## config.mk

```make
export PLATFORM = sky130hd
export DESIGN_NAME = form_query_to_shell_assign_core
export DESIGN_NICKNAME = d
export VERILOG_FILES = /design/src/hw/rtl/fq2sh_pkg.sv /design/src/hw/rtl/fq2sh_ram.sv /design/src/hw/rtl/fq2sh_ctrl.sv /design/src/hw/rtl/fq2sh_dp.sv /design/src/hw/rtl/form_query_to_shell_assign_core.sv
export SDC_FILE = /design/constraint.sdc
export NUM_CORES = 1
export LEC_CHECK = 0
export BUFFER_PORTS_ARGS = -buffer_cell sky130_fd_sc_hd__buf_2
export CORE_AREA = 2 2 122 242
export CTS_BUF_LIST = sky130_fd_sc_hd__clkbuf_16
export CTS_CLUSTER_SIZE = 30
export DETAILED_ROUTE_END_ITERATION = 8
export DIE_AREA = 0 0 124 244
export PLACE_DENSITY = 0.83
export SYNTH_ARGS = -nofsm -noshare
export SYNTH_HDL_FRONTEND = slang
export SYNTH_SLANG_ARGS = --single-unit
```

## constraint.sdc

```tcl
create_clock -name clk -period 3.15 [get_ports clk]
set_input_delay 0.4725 -clock clk [delete_from_list [all_inputs] [get_ports clk]]
set_output_delay 0.4725 -clock clk [all_outputs]
set_load 0.05 [all_outputs]
```

## src/hw/rtl/fq2sh_pkg.sv

```systemverilog
// shared types, character codes and helper functions for the form query to
// shell assignment decoder; no dependencies
package fq2sh_pkg;

  // default longest accepted name, in bytes (1 to 32 fits its results in RESULT_CAP)
  localparam int NAME_MAX_DEFAULT = 32;
  // most results one input byte may produce
  localparam int RESULT_CAP = 34;
  localparam int CNT_W = 6;

  // result status codes
  localparam logic [1:0] ST_DATA     = 2'd0;
  localparam logic [1:0] ST_NO_EQ    = 2'd1;
  localparam logic [1:0] ST_BAD_NAME = 2'd2;

  // character codes
  localparam logic [7:0] CH_NUL   = 8'h00;
  localparam logic [7:0] CH_LF    = 8'h0A;
  localparam logic [7:0] CH_CR    = 8'h0D;
  localparam logic [7:0] CH_SPACE = 8'h20;
  localparam logic [7:0] CH_DQUOT = 8'h22;
  localparam logic [7:0] CH_DOLL  = 8'h24;
  localparam logic [7:0] CH_PCT   = 8'h25;
  localparam logic [7:0] CH_AMP   = 8'h26;
  localparam logic [7:0] CH_APOS  = 8'h27;
  localparam logic [7:0] CH_LPAR  = 8'h28;
  localparam logic [7:0] CH_RPAR  = 8'h29;
  localparam logic [7:0] CH_STAR  = 8'h2A;
  localparam logic [7:0] CH_PLUS  = 8'h2B;
  localparam logic [7:0] CH_SEMI  = 8'h3B;
  localparam logic [7:0] CH_LT    = 8'h3C;
  localparam logic [7:0] CH_EQ    = 8'h3D;
  localparam logic [7:0] CH_GT    = 8'h3E;
  localparam logic [7:0] CH_LBRK  = 8'h5B;
  localparam logic [7:0] CH_BSL   = 8'h5C;
  localparam logic [7:0] CH_RBRK  = 8'h5D;
  localparam logic [7:0] CH_CARET = 8'h5E;
  localparam logic [7:0] CH_USCR  = 8'h5F;
  localparam logic [7:0] CH_BTICK = 8'h60;
  localparam logic [7:0] CH_LBRC  = 8'h7B;
  localparam logic [7:0] CH_PIPE  = 8'h7C;
  localparam logic [7:0] CH_RBRC  = 8'h7D;

  // decoder phase
  typedef enum logic [4:0] {
    PH_NAME  = 5'b00001,
    PH_VALUE = 5'b00010,
    PH_HEX1  = 5'b00100,
    PH_HEX2  = 5'b01000,
    PH_STOP  = 5'b10000
  } phase_t;

  // controller states; the emitting states also select the output byte
  typedef enum logic [7:0] {
    S_IDLE  = 8'b00000001,
    S_EXEC  = 8'b00000010,
    S_STAT  = 8'b00000100,
    S_NAME  = 8'b00001000,
    S_EQ    = 8'b00010000,
    S_APOS  = 8'b00100000,
    S_VAL   = 8'b01000000,
    S_CLOSE = 8'b10000000
  } state_t;

  // controller to datapath
  typedef struct packed {
    logic   load;       // input transaction taken
    logic   exec;       // decode the held byte
    logic   fire;       // push one result into the output register
    logic   final_res;  // this result ends the run
    state_t kind;       // which result is being pushed
  } dp_cmd_t;

  // datapath to controller
  typedef struct packed {
    logic slot_free;
    logic do_status;
    logic do_name;
    logic do_value;
    logic do_close;
    logic name_last;
    logic val_last;
    logic close_last;
    logic cap_hit;
  } dp_sts_t;

  function automatic logic [3:0] hex_digit(input logic [7:0] c);
    logic [3:0] d;
    d = 4'd0;
    if (c >= 8'h30 && c <= 8'h39) d = 4'(c - 8'h30);
    else if (c >= 8'h41 && c <= 8'h46) d = 4'(c - 8'h37);
    else if (c >= 8'h61 && c <= 8'h66) d = 4'(c - 8'h57);
    return d;
  endfunction

  function automatic logic is_unsafe(input logic [7:0] c);
    return c inside {CH_AMP, CH_SEMI, CH_BTICK, CH_APOS, CH_DQUOT, CH_PIPE, CH_STAR,
                     CH_LT, CH_GT, CH_CARET, CH_LPAR, CH_RPAR, CH_LBRK, CH_RBRK,
                     CH_LBRC, CH_RBRC, CH_DOLL, CH_LF, CH_CR, CH_BSL};
  endfunction

  function automatic logic is_name_char(input logic [7:0] c, input logic first);
    logic alpha;
    logic digit;
    alpha = (c >= 8'h41 && c <= 8'h5A) || (c >= 8'h61 && c <= 8'h7A);
    digit = (c >= 8'h30 && c <= 8'h39);
    return alpha || (c == CH_USCR) || (!first && digit);
  endfunction

endpackage

```

## src/hw/rtl/fq2sh_ram.sv

```systemverilog
// generic single write port, single read port ram with registered read
// no dependencies
module fq2sh_ram #(
  parameter int WIDTH = 8,
  parameter int DEPTH = 32,
  parameter int AW    = (DEPTH > 1) ? $clog2(DEPTH) : 1
) (
  input  logic             clk,
  input  logic             we,
  input  logic [AW-1:0]    waddr,
  input  logic [WIDTH-1:0] wdata,
  input  logic [AW-1:0]    raddr,
  output logic [WIDTH-1:0] rdata
);

  logic [WIDTH-1:0] mem_r [DEPTH];
  logic [WIDTH-1:0] rdata_r;

  // write port
  always_ff @(posedge clk) begin
    if (we) begin
      mem_r[waddr] <= wdata;
    end
  end

  // registered read port
  always_ff @(posedge clk) begin
    rdata_r <= mem_r[raddr];
  end

  assign rdata = rdata_r;

endmodule

```

## src/hw/rtl/fq2sh_ctrl.sv

```systemverilog
// controller state machine: accepts a byte, runs the decode step, then
// walks the results one byte per cycle when the slot is free; uses fq2sh_pkg
module fq2sh_ctrl
  import fq2sh_pkg::*;
(
  input  logic    clk,
  input  logic    rst_n,
  input  logic    in_tvalid,
  output logic    in_tready,
  output dp_cmd_t cmd,
  input  dp_sts_t sts
);

  state_t state_r, state_nxt;
  logic   emitting;
  logic   fire;
  logic   fin;

  assign in_tready = (state_r == S_IDLE);
  assign emitting  = (state_r != S_IDLE) && (state_r != S_EXEC);
  assign fire      = emitting && sts.slot_free;

  // does the current result end the run
  always_comb begin
    case (state_r)
      S_STAT:  fin = 1'b1;
      S_APOS:  fin = !sts.do_value && !sts.do_close;
      S_VAL:   fin = sts.val_last && !sts.do_close;
      S_CLOSE: fin = sts.close_last;
      default: fin = 1'b0;
    endcase
    fin = fin || sts.cap_hit;
  end

  // next state
  always_comb begin
    state_nxt = state_r;
    case (state_r)
      S_IDLE: begin
        if (in_tvalid) state_nxt = S_EXEC;
      end
      S_EXEC: begin
        if (sts.do_status)     state_nxt = S_STAT;
        else if (sts.do_name)  state_nxt = S_NAME;
        else if (sts.do_value) state_nxt = S_VAL;
        else if (sts.do_close) state_nxt = S_CLOSE;
        else                   state_nxt = S_IDLE;
      end
      default: begin
        if (fire) begin
          if (fin) begin
            state_nxt = S_IDLE;
          end else begin
            case (state_r)
              S_NAME:  state_nxt = sts.name_last ? S_EQ : S_NAME;
              S_EQ:    state_nxt = S_APOS;
              S_APOS:  state_nxt = sts.do_value ? S_VAL : S_CLOSE;
              S_VAL:   state_nxt = sts.val_last ? S_CLOSE : S_VAL;
              S_CLOSE: state_nxt = S_CLOSE;
              default: state_nxt = S_IDLE;
            endcase
          end
        end
      end
    endcase
  end

  always_ff @(posedge clk) begin
    if (!rst_n) begin
      state_r <= S_IDLE;
    end else begin
      state_r <= state_nxt;
    end
  end

  // commands to the datapath
  assign cmd.load      = in_tvalid && in_tready;
  assign cmd.exec      = (state_r == S_EXEC);
  assign cmd.fire      = fire;
  assign cmd.final_res = fin;
  assign cmd.kind      = state_r;

endmodule

```

## src/hw/rtl/fq2sh_dp.sv

```systemverilog
// datapath: decoder phase, name store, result plan, sequence counters and
// output register; uses fq2sh_pkg and fq2sh_ram
module fq2sh_dp
  import fq2sh_pkg::*;
#(
  parameter int NAME_MAX = NAME_MAX_DEFAULT
) (
  input  logic       clk,
  input  logic       rst_n,
  input  dp_cmd_t    cmd,
  output dp_sts_t    sts,
  input  logic [7:0] in_tdata,
  input  logic       in_tlast,
  input  logic       cfg_valid,
  input  logic       cfg_data,
  output logic       out_tvalid,
  input  logic       out_tready,
  output logic [7:0] out_tdata,
  output logic       out_tlast,
  output logic [1:0] out_tuser
);

  localparam int LW = $clog2(NAME_MAX + 1);
  localparam int AW = (NAME_MAX > 1) ? $clog2(NAME_MAX) : 1;

  // held input transaction
  logic [7:0]    byte_r;
  logic          last_r;
  logic          escape_en_r, escape_en_nxt;

  // decoder state
  phase_t        phase_r, phase_nxt;
  logic [LW-1:0] name_len_r, name_len_nxt;
  logic          name_valid_r, name_valid_nxt;
  logic [3:0]    hex_hi_r, hex_hi_nxt;

  // result plan for the current transaction
  logic          do_status_r, do_status_nxt;
  logic [1:0]    st_code_r, st_code_nxt;
  logic          do_name_r, do_name_nxt;
  logic          do_value_r, do_value_nxt;
  logic [7:0]    vbyte_r, vbyte_nxt;
  logic          do_close_r, do_close_nxt;
  logic [LW-1:0] dump_len_r, dump_len_nxt;

  // sequence counters
  logic [LW-1:0]    name_idx_r, name_idx_nxt;
  logic [1:0]       val_step_r, val_step_nxt;
  logic [1:0]       close_step_r, close_step_nxt;
  logic [CNT_W-1:0] res_cnt_r, res_cnt_nxt;

  // output register
  logic       out_valid_r, out_valid_nxt;
  logic [7:0] out_data_r, out_data_nxt;
  logic       out_last_r, out_last_nxt;
  logic [1:0] out_user_r, out_user_nxt;

  logic       store_we;
  logic [7:0] store_rdata;
  logic       esc;
  logic [7:0] emit_byte;
  logic [1:0] emit_user;

  // name store
  fq2sh_ram #(
    .WIDTH (8),
    .DEPTH (NAME_MAX),
    .AW    (AW)
  ) u_store (
    .clk   (clk),
    .we    (store_we),
    .waddr (name_len_r[AW-1:0]),
    .wdata (byte_r),
    .raddr (name_idx_nxt[AW-1:0]),
    .rdata (store_rdata)
  );

  // escape register
  always_comb begin
    escape_en_nxt = escape_en_r;
    if (cfg_valid) escape_en_nxt = cfg_data;
  end

  // decode step: primary action on the byte, then end of query handling
  always_comb begin
    phase_nxt      = phase_r;
    name_len_nxt   = name_len_r;
    name_valid_nxt = name_valid_r;
    hex_hi_nxt     = hex_hi_r;
    do_status_nxt  = do_status_r;
    st_code_nxt    = st_code_r;
    do_name_nxt    = do_name_r;
    do_value_nxt   = do_value_r;
    vbyte_nxt      = vbyte_r;
    do_close_nxt   = do_close_r;
    dump_len_nxt   = dump_len_r;
    store_we       = 1'b0;
    if (cmd.exec) begin
      do_status_nxt = 1'b0;
      st_code_nxt   = ST_DATA;
      do_name_nxt   = 1'b0;
      do_value_nxt  = 1'b0;
      vbyte_nxt     = byte_r;
      do_close_nxt  = 1'b0;
      dump_len_nxt  = name_len_r;
      case (phase_r)
        PH_NAME: begin
          if (byte_r == CH_AMP) begin
            if (name_len_r != '0) begin
              do_status_nxt = 1'b1;
              st_code_nxt   = ST_NO_EQ;
              phase_nxt     = PH_STOP;
            end
          end else if (byte_r == CH_EQ) begin
            if (name_len_r == '0 || !name_valid_r) begin
              do_status_nxt = 1'b1;
              st_code_nxt   = ST_BAD_NAME;
              phase_nxt     = PH_STOP;
            end else begin
              do_name_nxt = 1'b1;
              phase_nxt   = PH_VALUE;
            end
          end else if (name_len_r >= LW'(NAME_MAX)) begin
            name_valid_nxt = 1'b0;
          end else begin
            if (!is_name_char(byte_r, name_len_r == '0)) name_valid_nxt = 1'b0;
            store_we     = 1'b1;
            name_len_nxt = name_len_r + LW'(1);
          end
        end
        PH_VALUE: begin
          if (byte_r == CH_AMP) begin
            do_close_nxt   = 1'b1;
            phase_nxt      = PH_NAME;
            name_len_nxt   = '0;
            name_valid_nxt = 1'b1;
            hex_hi_nxt     = 4'd0;
          end else if (byte_r == CH_PLUS) begin
            do_value_nxt = 1'b1;
            vbyte_nxt    = CH_SPACE;
          end else if (byte_r == CH_PCT) begin
            phase_nxt = PH_HEX1;
          end else begin
            do_value_nxt = 1'b1;
          end
        end
        PH_HEX1: begin
          if (byte_r == CH_AMP) begin
            do_value_nxt   = 1'b1;
            vbyte_nxt      = CH_NUL;
            do_close_nxt   = 1'b1;
            phase_nxt      = PH_NAME;
            name_len_nxt   = '0;
            name_valid_nxt = 1'b1;
            hex_hi_nxt     = 4'd0;
          end else begin
            hex_hi_nxt = hex_digit(byte_r);
            phase_nxt  = PH_HEX2;
          end
        end
        PH_HEX2: begin
          do_value_nxt = 1'b1;
          if (byte_r == CH_AMP) begin
            vbyte_nxt      = {hex_hi_r, 4'd0};
            do_close_nxt   = 1'b1;
            phase_nxt      = PH_NAME;
            name_len_nxt   = '0;
            name_valid_nxt = 1'b1;
            hex_hi_nxt     = 4'd0;
          end else begin
            vbyte_nxt = {hex_hi_r, hex_digit(byte_r)};
            phase_nxt = PH_VALUE;
          end
        end
        default: begin
        end
      endcase
      // end of query closes whatever is open and returns to name collection
      if (last_r) begin
        case (phase_nxt)
          PH_NAME: begin
            if (name_len_nxt != '0) begin
              do_status_nxt = 1'b1;
              st_code_nxt   = ST_NO_EQ;
            end
          end
          PH_VALUE: begin
            do_close_nxt = 1'b1;
          end
          PH_HEX1: begin
            do_value_nxt = 1'b1;
            vbyte_nxt    = CH_NUL;
            do_close_nxt = 1'b1;
          end
          PH_HEX2: begin
            do_value_nxt = 1'b1;
            vbyte_nxt    = {hex_hi_nxt, 4'd0};
            do_close_nxt = 1'b1;
          end
          default: begin
          end
        endcase
        phase_nxt      = PH_NAME;
        name_len_nxt   = '0;
        name_valid_nxt = 1'b1;
        hex_hi_nxt     = 4'd0;
      end
    end
  end

  assign esc = escape_en_r && is_unsafe(vbyte_r);

  // sequence counters
  always_comb begin
    name_idx_nxt   = name_idx_r;
    val_step_nxt   = val_step_r;
    close_step_nxt = close_step_r;
    res_cnt_nxt    = res_cnt_r;
    if (cmd.exec) begin
      name_idx_nxt   = '0;
      val_step_nxt   = 2'd0;
      close_step_nxt = 2'd0;
      res_cnt_nxt    = '0;
    end else if (cmd.fire) begin
      res_cnt_nxt = res_cnt_r + CNT_W'(1);
      if (cmd.kind == S_NAME)  name_idx_nxt   = name_idx_r + LW'(1);
      if (cmd.kind == S_VAL)   val_step_nxt   = val_step_r + 2'd1;
      if (cmd.kind == S_CLOSE) close_step_nxt = close_step_r + 2'd1;
    end
  end

  // result byte and status for the current emitting state
  always_comb begin
    emit_byte = CH_NUL;
    emit_user = ST_DATA;
    case (cmd.kind)
      S_STAT:  emit_user = st_code_r;
      S_NAME:  emit_byte = store_rdata;
      S_EQ:    emit_byte = CH_EQ;
      S_APOS:  emit_byte = CH_APOS;
      S_VAL: begin
        if (!esc) begin
          emit_byte = vbyte_r;
        end else begin
          case (val_step_r)
            2'd0:    emit_byte = CH_APOS;
            2'd1:    emit_byte = CH_BSL;
            2'd2:    emit_byte = vbyte_r;
            default: emit_byte = CH_APOS;
          endcase
        end
      end
      S_CLOSE: begin
        case (close_step_r)
          2'd0:    emit_byte = CH_APOS;
          2'd1:    emit_byte = CH_SEMI;
          default: emit_byte = CH_LF;
        endcase
      end
      default: emit_byte = CH_NUL;
    endcase
  end

  // output register
  always_comb begin
    out_valid_nxt = out_valid_r;
    out_data_nxt  = out_data_r;
    out_last_nxt  = out_last_r;
    out_user_nxt  = out_user_r;
    if (cmd.fire) begin
      out_valid_nxt = 1'b1;
      out_data_nxt  = emit_byte;
      out_last_nxt  = cmd.final_res;
      out_user_nxt  = emit_user;
    end else if (out_tready) begin
      out_valid_nxt = 1'b0;
    end
  end

  // control registers
  always_ff @(posedge clk) begin
    if (!rst_n) begin
      escape_en_r  <= 1'b1;
      phase_r      <= PH_NAME;
      name_len_r   <= '0;
      name_valid_r <= 1'b1;
      hex_hi_r     <= 4'd0;
      do_status_r  <= 1'b0;
      do_name_r    <= 1'b0;
      do_value_r   <= 1'b0;
      do_close_r   <= 1'b0;
      name_idx_r   <= '0;
      val_step_r   <= 2'd0;
      close_step_r <= 2'd0;
      res_cnt_r    <= '0;
      out_valid_r  <= 1'b0;
    end else begin
      escape_en_r  <= escape_en_nxt;
      phase_r      <= phase_nxt;
      name_len_r   <= name_len_nxt;
      name_valid_r <= name_valid_nxt;
      hex_hi_r     <= hex_hi_nxt;
      do_status_r  <= do_status_nxt;
      do_name_r    <= do_name_nxt;
      do_value_r   <= do_value_nxt;
      do_close_r   <= do_close_nxt;
      name_idx_r   <= name_idx_nxt;
      val_step_r   <= val_step_nxt;
      close_step_r <= close_step_nxt;
      res_cnt_r    <= res_cnt_nxt;
      out_valid_r  <= out_valid_nxt;
    end
  end

  // payload registers
  always_ff @(posedge clk) begin
    if (cmd.load) begin
      byte_r <= in_tdata;
      last_r <= in_tlast;
    end
    st_code_r  <= st_code_nxt;
    vbyte_r    <= vbyte_nxt;
    dump_len_r <= dump_len_nxt;
    out_data_r <= out_data_nxt;
    out_last_r <= out_last_nxt;
    out_user_r <= out_user_nxt;
  end

  // status to the controller
  assign sts.slot_free  = !out_valid_r || out_tready;
  assign sts.do_status  = do_status_nxt;
  assign sts.do_name    = do_name_nxt;
  assign sts.do_value   = do_value_nxt;
  assign sts.do_close   = do_close_nxt;
  assign sts.name_last  = (LW'(name_idx_r + LW'(1)) == dump_len_r);
  assign sts.val_last   = !esc || (val_step_r == 2'd3);
  assign sts.close_last = (close_step_r == 2'd2);
  assign sts.cap_hit    = (res_cnt_r == CNT_W'(RESULT_CAP - 1));

  assign out_tvalid = out_valid_r;
  assign out_tdata  = out_data_r;
  assign out_tlast  = out_last_r;
  assign out_tuser  = out_user_r;

`ifndef SYNTHESIS
  // an error result carries a zero byte and always ends its run
  assert property (@(posedge clk) disable iff (!rst_n)
    (out_valid_r && out_user_r != ST_DATA) |-> (out_data_r == CH_NUL && out_last_r))
    else $error("error result with data byte or open run");

  // the name never grows past its limit
  assert property (@(posedge clk) disable iff (!rst_n)
    name_len_r <= LW'(NAME_MAX))
    else $error("name length over limit");

  // a value is only open behind a valid, non-empty name
  assert property (@(posedge clk) disable iff (!rst_n)
    (phase_r == PH_VALUE || phase_r == PH_HEX1 || phase_r == PH_HEX2)
      |-> (name_len_r != '0 && name_valid_r))
    else $error("value phase without a valid name");

  // no transaction produces more results than the cap
  assert property (@(posedge clk) disable iff (!rst_n)
    res_cnt_r <= CNT_W'(RESULT_CAP))
    else $error("result count over cap");
`endif

endmodule

```

## src/hw/rtl/form_query_to_shell_assign_core.sv

```systemverilog
// Form query to shell assignment decoder. Each accepted query byte is taken
// in the idle state and then decoded in the exec state; each result byte is
// then pushed by the controller into a one-deep output register, waiting
// while that register is full and out_tready is low.
// A data byte gives 1 result (4 when escaped), a pair end 3 more, and an
// equals sign after an N-byte name gives N + 2 results, the N name bytes
// read back from the name store one byte per cycle while the output
// register has room. At most 34 results come from one byte; any beyond
// that are dropped. The output register lets the next byte be accepted
// while the previous result still waits. There is no clearing pass after
// reset. Depends on fq2sh_pkg, fq2sh_ctrl and fq2sh_dp.
module form_query_to_shell_assign_core
  import fq2sh_pkg::*;
#(
  parameter int NAME_MAX = NAME_MAX_DEFAULT
) (
  input  logic       clk,
  input  logic       rst_n,
  // query input
  input  logic       in_tvalid,
  output logic       in_tready,
  input  logic [7:0] in_tdata,   // [7:0] in_byte
  input  logic       in_tlast,   // last_byte
  // shell text output
  output logic       out_tvalid,
  input  logic       out_tready,
  output logic [7:0] out_tdata,  // [7:0] out_byte
  output logic       out_tlast,  // end_of_run
  output logic [1:0] out_tuser,  // [1:0] status
  // escape_enable register write
  input  logic       cfg_valid,
  output logic       cfg_ready,
  input  logic       cfg_data
);

  dp_cmd_t cmd;
  dp_sts_t sts;

  assign cfg_ready = 1'b1;

  // controller
  fq2sh_ctrl u_ctrl (
    .clk       (clk),
    .rst_n     (rst_n),
    .in_tvalid (in_tvalid),
    .in_tready (in_tready),
    .cmd       (cmd),
    .sts       (sts)
  );

  // datapath
  fq2sh_dp #(
    .NAME_MAX (NAME_MAX)
  ) u_dp (
    .clk        (clk),
    .rst_n      (rst_n),
    .cmd        (cmd),
    .sts        (sts),
    .in_tdata   (in_tdata),
    .in_tlast   (in_tlast),
    .cfg_valid  (cfg_valid),
    .cfg_data   (cfg_data),
    .out_tvalid (out_tvalid),
    .out_tready (out_tready),
    .out_tdata  (out_tdata),
    .out_tlast  (out_tlast),
    .out_tuser  (out_tuser)
  );

endmodule
```

==> results of run 1 <==
[cell usage after synthesis, types with 8 or more instances]
master	number
edfxtp_1	292
mux2i_1	23
nand2_1	206
and2_1	15
nor3_1	11
xor2_1	13
a22oi_1	11
o21ai_0	29
nor2b_1	9
nor2_1	91
nand3b_1	8
and3_1	54
xnor2_1	16
clkbuf_1	45
a211oi_1	40
a32o_1	16
nand4bb_1	9
dfxtp_1	52
nor3b_1	8
a31oi_1	32
nor4_1	19
nand3_1	45
ha_1	18
inv_1	24
nand4_1	18
buf_2	22
a21oi_1	34
[layout by cell type, fill, tap and decap left out, types with 6 or more instances in the layout]
cell type and n:
a211oi_1 40, xor2_1 13, buf_4 83, or3_1 6, o22ai_1 6, ha_1 18, nand4b_1 7, nor2_1 67
nor4_1 19, clkbuf_16 29, and2_1 10, nand4_1 18, nand4bb_1 9, nand3b_1 8, nor2_2 17, and3_1 54
dfxtp_1 52, a22oi_1 11, nor2_4 7, nor2b_1 9, a32o_1 16, mux2i_1 23, buf_2 27, nor3b_1 8
nor4b_1 6, o21ai_0 28, edfxtp_1 292, nand3_1 45, buf_12 9, a21oi_1 32, nand2_1 205, a31oi_1 32
xnor2_1 16, inv_1 31, nor3_1 11
[worst paths after layout]
| kind | endpoint | slack [ns] | cells past startpoint |
|---|---|---|---|
| max | u_dp.u_store.mem_r[14][3] | 0.06 | 8 |
| min | u_dp.last_r | 0.08 | 1 |
| max reg2reg | u_dp.u_store.mem_r[14][3] | 0.06 | 8 |
| min reg2reg | u_dp.escape_en_r | 0.51 | 2 |
[power breakdown]
group	switching (W)	internal, W
clock	0.00159	0.00184
combinational	0.00147	0.000569
sequential	0.000149	0.00539
[worst max-delay path: stages, from the launching register on]
cell and delay [ns]:
edfxtp_1 0.42, buf_4 0.17, ha_1 0.20, nand3_1 0.21, a21oi_4 0.12, nor3_1 0.31, and2_1 0.31, nand2_1 0.45
nor2_2 0.53
[registers in the layout, indices dropped and copies added (netlist names), 2 cells and up]
signal / cells
u_dp.byte_r: 8
u_dp.out_tdata: 8
u_dp.hex_hi_r: 4
u_dp.st_code_r: 2
u_dp.u_store.rdata: 8
u_ctrl.state_r: 8
u_dp.dump_len_r: 6
u_dp.name_len_r: 6
u_dp.val_step_r: 2
u_dp.close_step_r: 2
u_dp.res_cnt_r: 6
u_dp.u_store.mem_r: 256
u_dp.out_tuser: 2
u_dp.name_idx_r: 6
u_dp.vbyte_r: 8
u_dp.phase_r: 5
[logic make-up after synthesis]
logic type | after synthesis | synth area share, %
AO/OA/AOI/OAI | 221 | 10.33
buffers and inverters | 100 | 2.764
flip-flops | 344 | 63.75
AND/OR/NAND/NOR | 550 | 18.38
other | 1 | 0.02437
multiplexers | 25 | 1.642
adder cells (fa/ha/maj) | 18 | 1.464
XOR/XNOR | 29 | 1.651
[area by class of cell]
type	instances	area (µm²)	area share (%)
Timing Repair inverter	1	7.507	0.04290
Antenna cell	1	2.502	0.01430
Timing Repair Buffer	119	938.4	5.362
Multi-Input combinational cell	844	5311	30.35
Tap cell	356	445.4	2.545
Sequential cell	344	9809	56.05
Clock inverter	22	166.4	0.9509
Inverter	24	93.84	0.5362
Clock buffer	29	725.7	4.147
[metrics by stage]
stage	hold WS [ns]	TNS, ns
2_1_floorplan	0.4064	0
3_3_place_gp	0.4666	0
3_5_place_dp	0.4785	-0.5022
4_1_cts	0.07218	-1.368
5_1_grt	0.07933	-2.848
6_report	0.08149	0
[routing by layer]
metal / part of all wire, % / global-route usage, % / wire length [µm] / vias up
met2: 52 / 48.13 / 21770 / 610
li1: - / - / - / 5003
met4: 9.7 / 22.50 / 4014 / 0
met3: 6.5 / 4.991 / 2684 / 219
met5: 0 / 0 / 0 / -
met1: 32 / 26.52 / 13110 / 5443
[what timing repair did]
item / 4_1_cts / 5_1_grt
pin swaps: 0 / 3
gates resized for setup: 3 / 33
hold buffers: 0 / 0
cloned: 0 / 1
setup buffers: 0 / 19
setup endpoints to repair: 68 / 243
==> results, run 1 <==
- After detailed routing, the number of vias per cell comes to about 6.5.
- The number of distinct library cell variants in the gate-level netlist after synthesis is 83.
- The wire length of the first global-routing pass is 61.93 mm.
- The final cell count without fillers is 1740.
- The clock period could shrink to 3.089 ns.
- Synthesis produced a netlist whose cell count is 1288.
- The worst hold path belongs to the class in -> reg.
- The die is 244 µm tall.
- VDD sags by at most between 400 and 500 µV.
- At the worst endpoint, the required time is 3.36 ns.
- Entering global routing, the biggest net connects 49 pins.
- The finished cells cover 17500 µm².
- Global routing consumed, over all layers together, 27.20% of the routing resources.
- The total instance count after detailed placement is about 1700.
- Summed over its instances, the top area cell type makes up 56.98% of the synthesized netlist area.
- The reg-to-reg critical path startpoint is u_dp.byte_r[0].
- The net count after synthesis is 1321.
- The number of antenna violations at the first check in global routing is 0.
- The flow ran to the end, and the final reports show no timing, DRC or antenna violations.
- The launch point of the critical path is u_dp.byte_r[0].
- The synthesized area per cell is 11.95 µm².
- The remaining global-route overflow is 0.
- The total number of nets in the final design is 1395.
- Wires add up to 41.58 mm.
- Static timing analysis puts the maximum clock frequency at 323.7 MHz.
- The area enclosed by the die boundary is between 30000 and 40000 µm².
- The number of violations reported at the end of detailed-routing iteration 0 is 1171.
- The HPWL after detailed placement is 28.25 mm.
- The largest area contributor in the synthesized netlist is edfxtp_1.
- The area growth from synthesis to layout is 13.72%.
- The clock insertion delay at the later pin of the skew report is about 0.57 ns.
- In this run the tool buffered the top-level ports with 27 buffer cells.
- The kind of critical path is reg -> reg.
- In this run the horizontal extent of the chip is 124 µm.
- The sequential share of the synthesized area is 63.75%.
- OpenSTA, run right after detailed placement, puts the worst setup slack at -0.02477 ns.
- The number of slew-limit violations in the final report was 0.
- The TritonCTS buffer count is 28.
- Data on the critical path arrives at its endpoint at 3.30 ns.
- After detailed routing, the average wire length per cell comes to 23.90 µm.
- The number of enable-type register cells in the synthesized netlist is 292.
- The number of sinks handled by clock tree synthesis is 344.
- In this run the tightest slew margin relative to its limit is 29.40%.
- The leakage component of the power is between 6 and 7 nW.
- The design draws 0.01101 W.
- The starting density of the core is 54.37%.
- After layout, the worst setup slack is roughly 0.061 ns.
- Power spread over the standard cell area amounts to around 630 nW/µm².
- The standard-cell row count is slightly below 90.
- The number of design rule violations left after detail routing is 0.
- Setup repair after global routing could not meet its margin everywhere.
- The cell area after placement is 16340 µm².
- The number of hold violations in the final report came to 0.
- The weighted congestion at the end of routability-driven global placement is around 0.96.
- Among all flip-flop cells after synthesis, the most frequent one is edfxtp_1.
- The clock root buffer master is clkbuf_16.
- Fill cells in the final layout number 2036.
- The total number of vias is 11280.
- The setup-violating endpoint count in the final report is 0.
- The core region is 28300 µm².
- The number of primary I/O pins is 29.
- Counting flops and latches in the post-synthesis netlist gives roughly 340.
- Counting flops with an async set or reset pin after synthesis yields a share of 0%.
- The summed instance area of the synthesized netlist is roughly 15000 µm².
- The Yosys step of the flow raised 0 warnings.
- STA classifies the critical path startpoint as a flop.
- In this run the worst path has a maximum fanout of 8.
- The via count of the first global-routing pass is 11330.
- The slew at the pin closest to its max-slew limit is 1.053 ns.
- The antenna violation net count after detailed routing is 0.
- Ranked by total cell area, the synthesized netlist is headed by edfxtp_1, dfxtp_1, nand2_1.
- The fraction of final layout cells sized beyond drive strength 1 is 15.91%.
- The worst setup path is captured at a flop.
- TritonCTS built the clock tree.
- In this run the number of H-tree levels came out at 1.
- The final standard cell utilization of the core is 61.83%.
- The startpoint identified for the worst hold timing path is in_tlast.
- For the final database, setup skew stands at 0.02446 ns.
- The worst path uses roughly 98% of the clock period.
- Clock-pin slew was measured on the worst setup and hold paths at 0.08 ns.
- The longest clock path from root to sink contains 3 buffers.
- The first-pass iteration count of the detailed router is 6.
- The number of maximum-capacitance constraint violations is 0.
No activity file was read; power rests on OpenSTA's default activity.
==> run 2, diff against run 1 <==
CORE_AREA = 3 3 123 243   (was 2 2 122 242)
DIE_AREA = 0 0 126 246   (was 0 0 124 244)
GPL_TIMING_DRIVEN = 0   (was default)
==> run 2 against run 1 <==
Against the previous run:
- the flow now finishes with violations (setup timing)
- cell count increased by 0.75%
- clock power increased by 6.1%
- highest routed layer unchanged
- global-route usage increased by 3.8 points
- largest cell class unchanged
- die area increased by 2.4%
==> results, run 2 (synthesized netlist as in run 1, its figures left out) <==
- The number of primary I/O pins is 29.
- The die width is 126 µm.
- Entering global routing, the biggest net connects 26 pins.
- In the final layout, the multi-input gates occupy ~5700 µm².
- The relative max-transition margin is 25.90%.
- The peak clock frequency supported by timing is roughly 310 MHz.
- The weighted congestion at the end of routability-driven global placement is 0.9939.
- The floorplan step set the die height to roughly 250 µm.
- Using the TritonRoute via totals, the vias-per-cell ratio works out to 6.661.
- Wire segments on met2 add up to about 26 mm in the final route.
- The worst setup path is captured at a flop.
- Leaving out fill and tap cells, the most frequent cells in the layout are edfxtp_1, nand2_1, nor2_1.
- STA puts the critical path data required time at about 3.6 ns.
- The final standard cell utilization of the core is 62.94%.
- Once routing completed, OpenROAD measured the worst setup slack at -0.1134 ns.
- The worst IR drop on VDD is 451.9 µV.
- The flow ran to the end, but the final reports show violations.
- After clock tree synthesis, the clock-pin slew on the worst setup and hold paths is 0.07 ns.
- Setup repair after global routing could not meet its margin everywhere.
- Dividing total power by cell area gives a power density of 638.8 nW/µm².
- The number of fill cells is a little over 2000.
- The routed length per placed instance is 28.05 µm.
- The fraction of final layout cells sized beyond drive strength 1 is roughly 18%.
- The area enclosed by the die boundary is 31000 µm².
- Traced cell by cell, the critical path runs through buf_4 -> ha_1 -> nor2b_1 -> a41o_1 -> o21a_1 -> xnor2_1 -> a41o_1 -> a221o_2 -> a32oi_1 -> a21oi_1.
- In this run the clock root is driven by a clkbuf_16.
- The clock arrives with 0.02123 ns of skew.
- The number of violations reported at the end of detailed-routing iteration 0 is 1139.
- The number of maximum-capacitance constraint violations is 0.
- The setup-violating endpoint count in the final report is 2.
- Once detail routing completed, the nets flagged for antenna violations numbered 0.
- The first-pass iteration count of the detailed router is 6.
- Leaving out fill and tap cells, the most frequent cell in the layout is edfxtp_1.
- The TritonCTS clock tree is built.
- The via count of the first global-routing pass is 11680.
- The clock drives 344 sinks.
- STA classifies the critical path startpoint as a flop.
- The total area inside the core boundary comes to between 20000 and 30000 µm².
- Summed over all layers, the global routing overflow is 0.
- For this design, the slowest cell found on the critical path is edfxtp_1.
- The final reports fail on setup timing.
- Setup total negative slack on the finished layout was measured at -0.1226 ns.
- The uppermost layer routed is met4.
- On the worst path, the slowest cell contributes a delay of about 0.48 ns.
- The number of levels the H-tree was split into is 1.
- The register area is 9809 µm².
- Ranked by flip-flop count, first place goes to u_dp.u_store.mem_r.
- The clock passes through at most 3 buffers.
- The total number of nets in the final design is 1408.
- The number of hold violations in the final report is 0.
- In the final routing, the length of wire on met1 measures 14.30 mm.
- Excluding fillers, the count of instances in the completed layout stands at 1753.
- The total instance count after detailed placement is 1672.
- Port buffering added 27 buffers.
- The number of slew-limit violations in the final report is 0.
- For the finished layout, the period the worst path requires is 3.263 ns.
- Compared with the post-synthesis result, the final layout area differs by 15.75%.
- At the worst endpoint, the arrival time is approximately 3.7 ns.
- Across every metal layer, demand over resource in global routing totals a little under a third.
- The detailed router placed around 12000 vias in this run.
- The maximum net fanout on the critical path is 11.
- At the pin with the least slew margin, the transition time is 1.105 ns.
- For this design, the CTS-stage hold fixing added 0 buffers.
- The most common cell type on the critical path is a41o_1.
- The HPWL after detailed placement is 31.85 mm.
- The design draws 0.01138 W.
- The critical path is of the reg -> reg type.
- The starting density of the core is between 50% and 60%.
- The detailed-route wire length is 49.18 mm.
- Of the available clock period, the critical path in the final layout requires 103.6%.
- The worst hold-check slack is 0.07410 ns.
- The clock reaches the later pin of the worst-skew pair after approximately 0.58 ns.
- After detailed routing, the number of remaining DRC violations is 0.
- The analysis attributes to cell leakage a power of 6.218 nW.
- The number of antenna violations at the first check in global routing is 1.
- The TritonCTS buffer count is 29.
- The first global-routing pass estimated 71.12 mm of wire.
- Row generation in the floorplan step produced 87 rows.
- The routed wire length on met3 is 3.173 mm.
- In this run the worst hold path is classified as in -> reg.
- The register with the most flip-flops in the layout has 256 of them.
[run 2: cell count changes in the layout (fill, tap and decap cells not counted), sizes merged]
cell,change
clkdlybuf4s15,+1
clkinvlp,-2
inv,-2
clkinv,+2
a21oi,+1
buf,-37
bufinv,+1
clkbuf,+49
[run 2: layer usage]
| layer | vias up | track usage, % |
|---|---|---|
| met5 | - | 0 |
| met3 | 295 | 4.578 |
| met2 | 724 | 57.00 |
| met1 | 5642 | 28.35 |
| li1 | 5015 | - |
| met4 | 0 | 28.58 |
[run 2: metrics by stage]
step                      setup WS [ns]  instance area, µm²
after floorplan                0.003254               15400
after global placement           -1.351               15980
after detailed placement         -1.498               16000
after CTS                      0.004724               17620
after global routing           -0.09956               17810
final                           -0.1134               17810
[run 2: critical path: cells and delay by family (launching register included)]
family | cells | cell delay, ns
AO/OA/AOI/OAI | 6 | 1.66
XOR/XNOR | 1 | 0.12
adder cells (fa/ha/maj) | 1 | 0.35
buffers and inverters | 1 | 0.30
flip-flops | 1 | 0.48
AND/OR/NAND/NOR | 1 | 0.22
[run 2: final cells by class]
| cell class | instances | area share [%] |
|---|---|---|
| antenna | 1 | 0.01405 |
| buffer | 73 | 2.276 |
| clock buffer | 30 | 4.215 |
| clock inverter | 22 | 1.054 |
| inverter | 24 | 0.5058 |
| multi-input combinational | 845 | 31.74 |
| sequential | 344 | 55.07 |
| tap | 356 | 2.501 |
| timing repair buffer | 58 | 2.627 |
[run 2: path summary, 6_finish.rpt]
path	start	to	slack (ns)	cells past startpoint
min	in_tdata[2]	u_dp.byte_r[2]	0.07	1
min reg2reg	u_dp.name_len_r[3]	u_dp.dump_len_r[3]	0.47	0
max	u_dp.byte_r[0]	u_ctrl.state_r[6]	-0.11	10
max reg2reg	u_dp.byte_r[0]	u_ctrl.state_r[6]	-0.11	10
[run 2: what timing repair did]
| action | in CTS | in global routing |
|---|---|---|
| buffers inserted | 29 | 1 |
| hold endpoints to repair | 0 | 0 |
| resized for setup | 98 | 74 |
| cloned | 0 | 1 |
| pin swaps | 2 | 3 |
| setup endpoints to repair | 336 | 292 |
[run 2: report_power, final]
group	switching, W	internal [W]	leakage, nW
clock	0.00167	0.00197	0.487
sequential	0.000148	0.00539	3.07
combinational	0.00161	0.000586	2.66
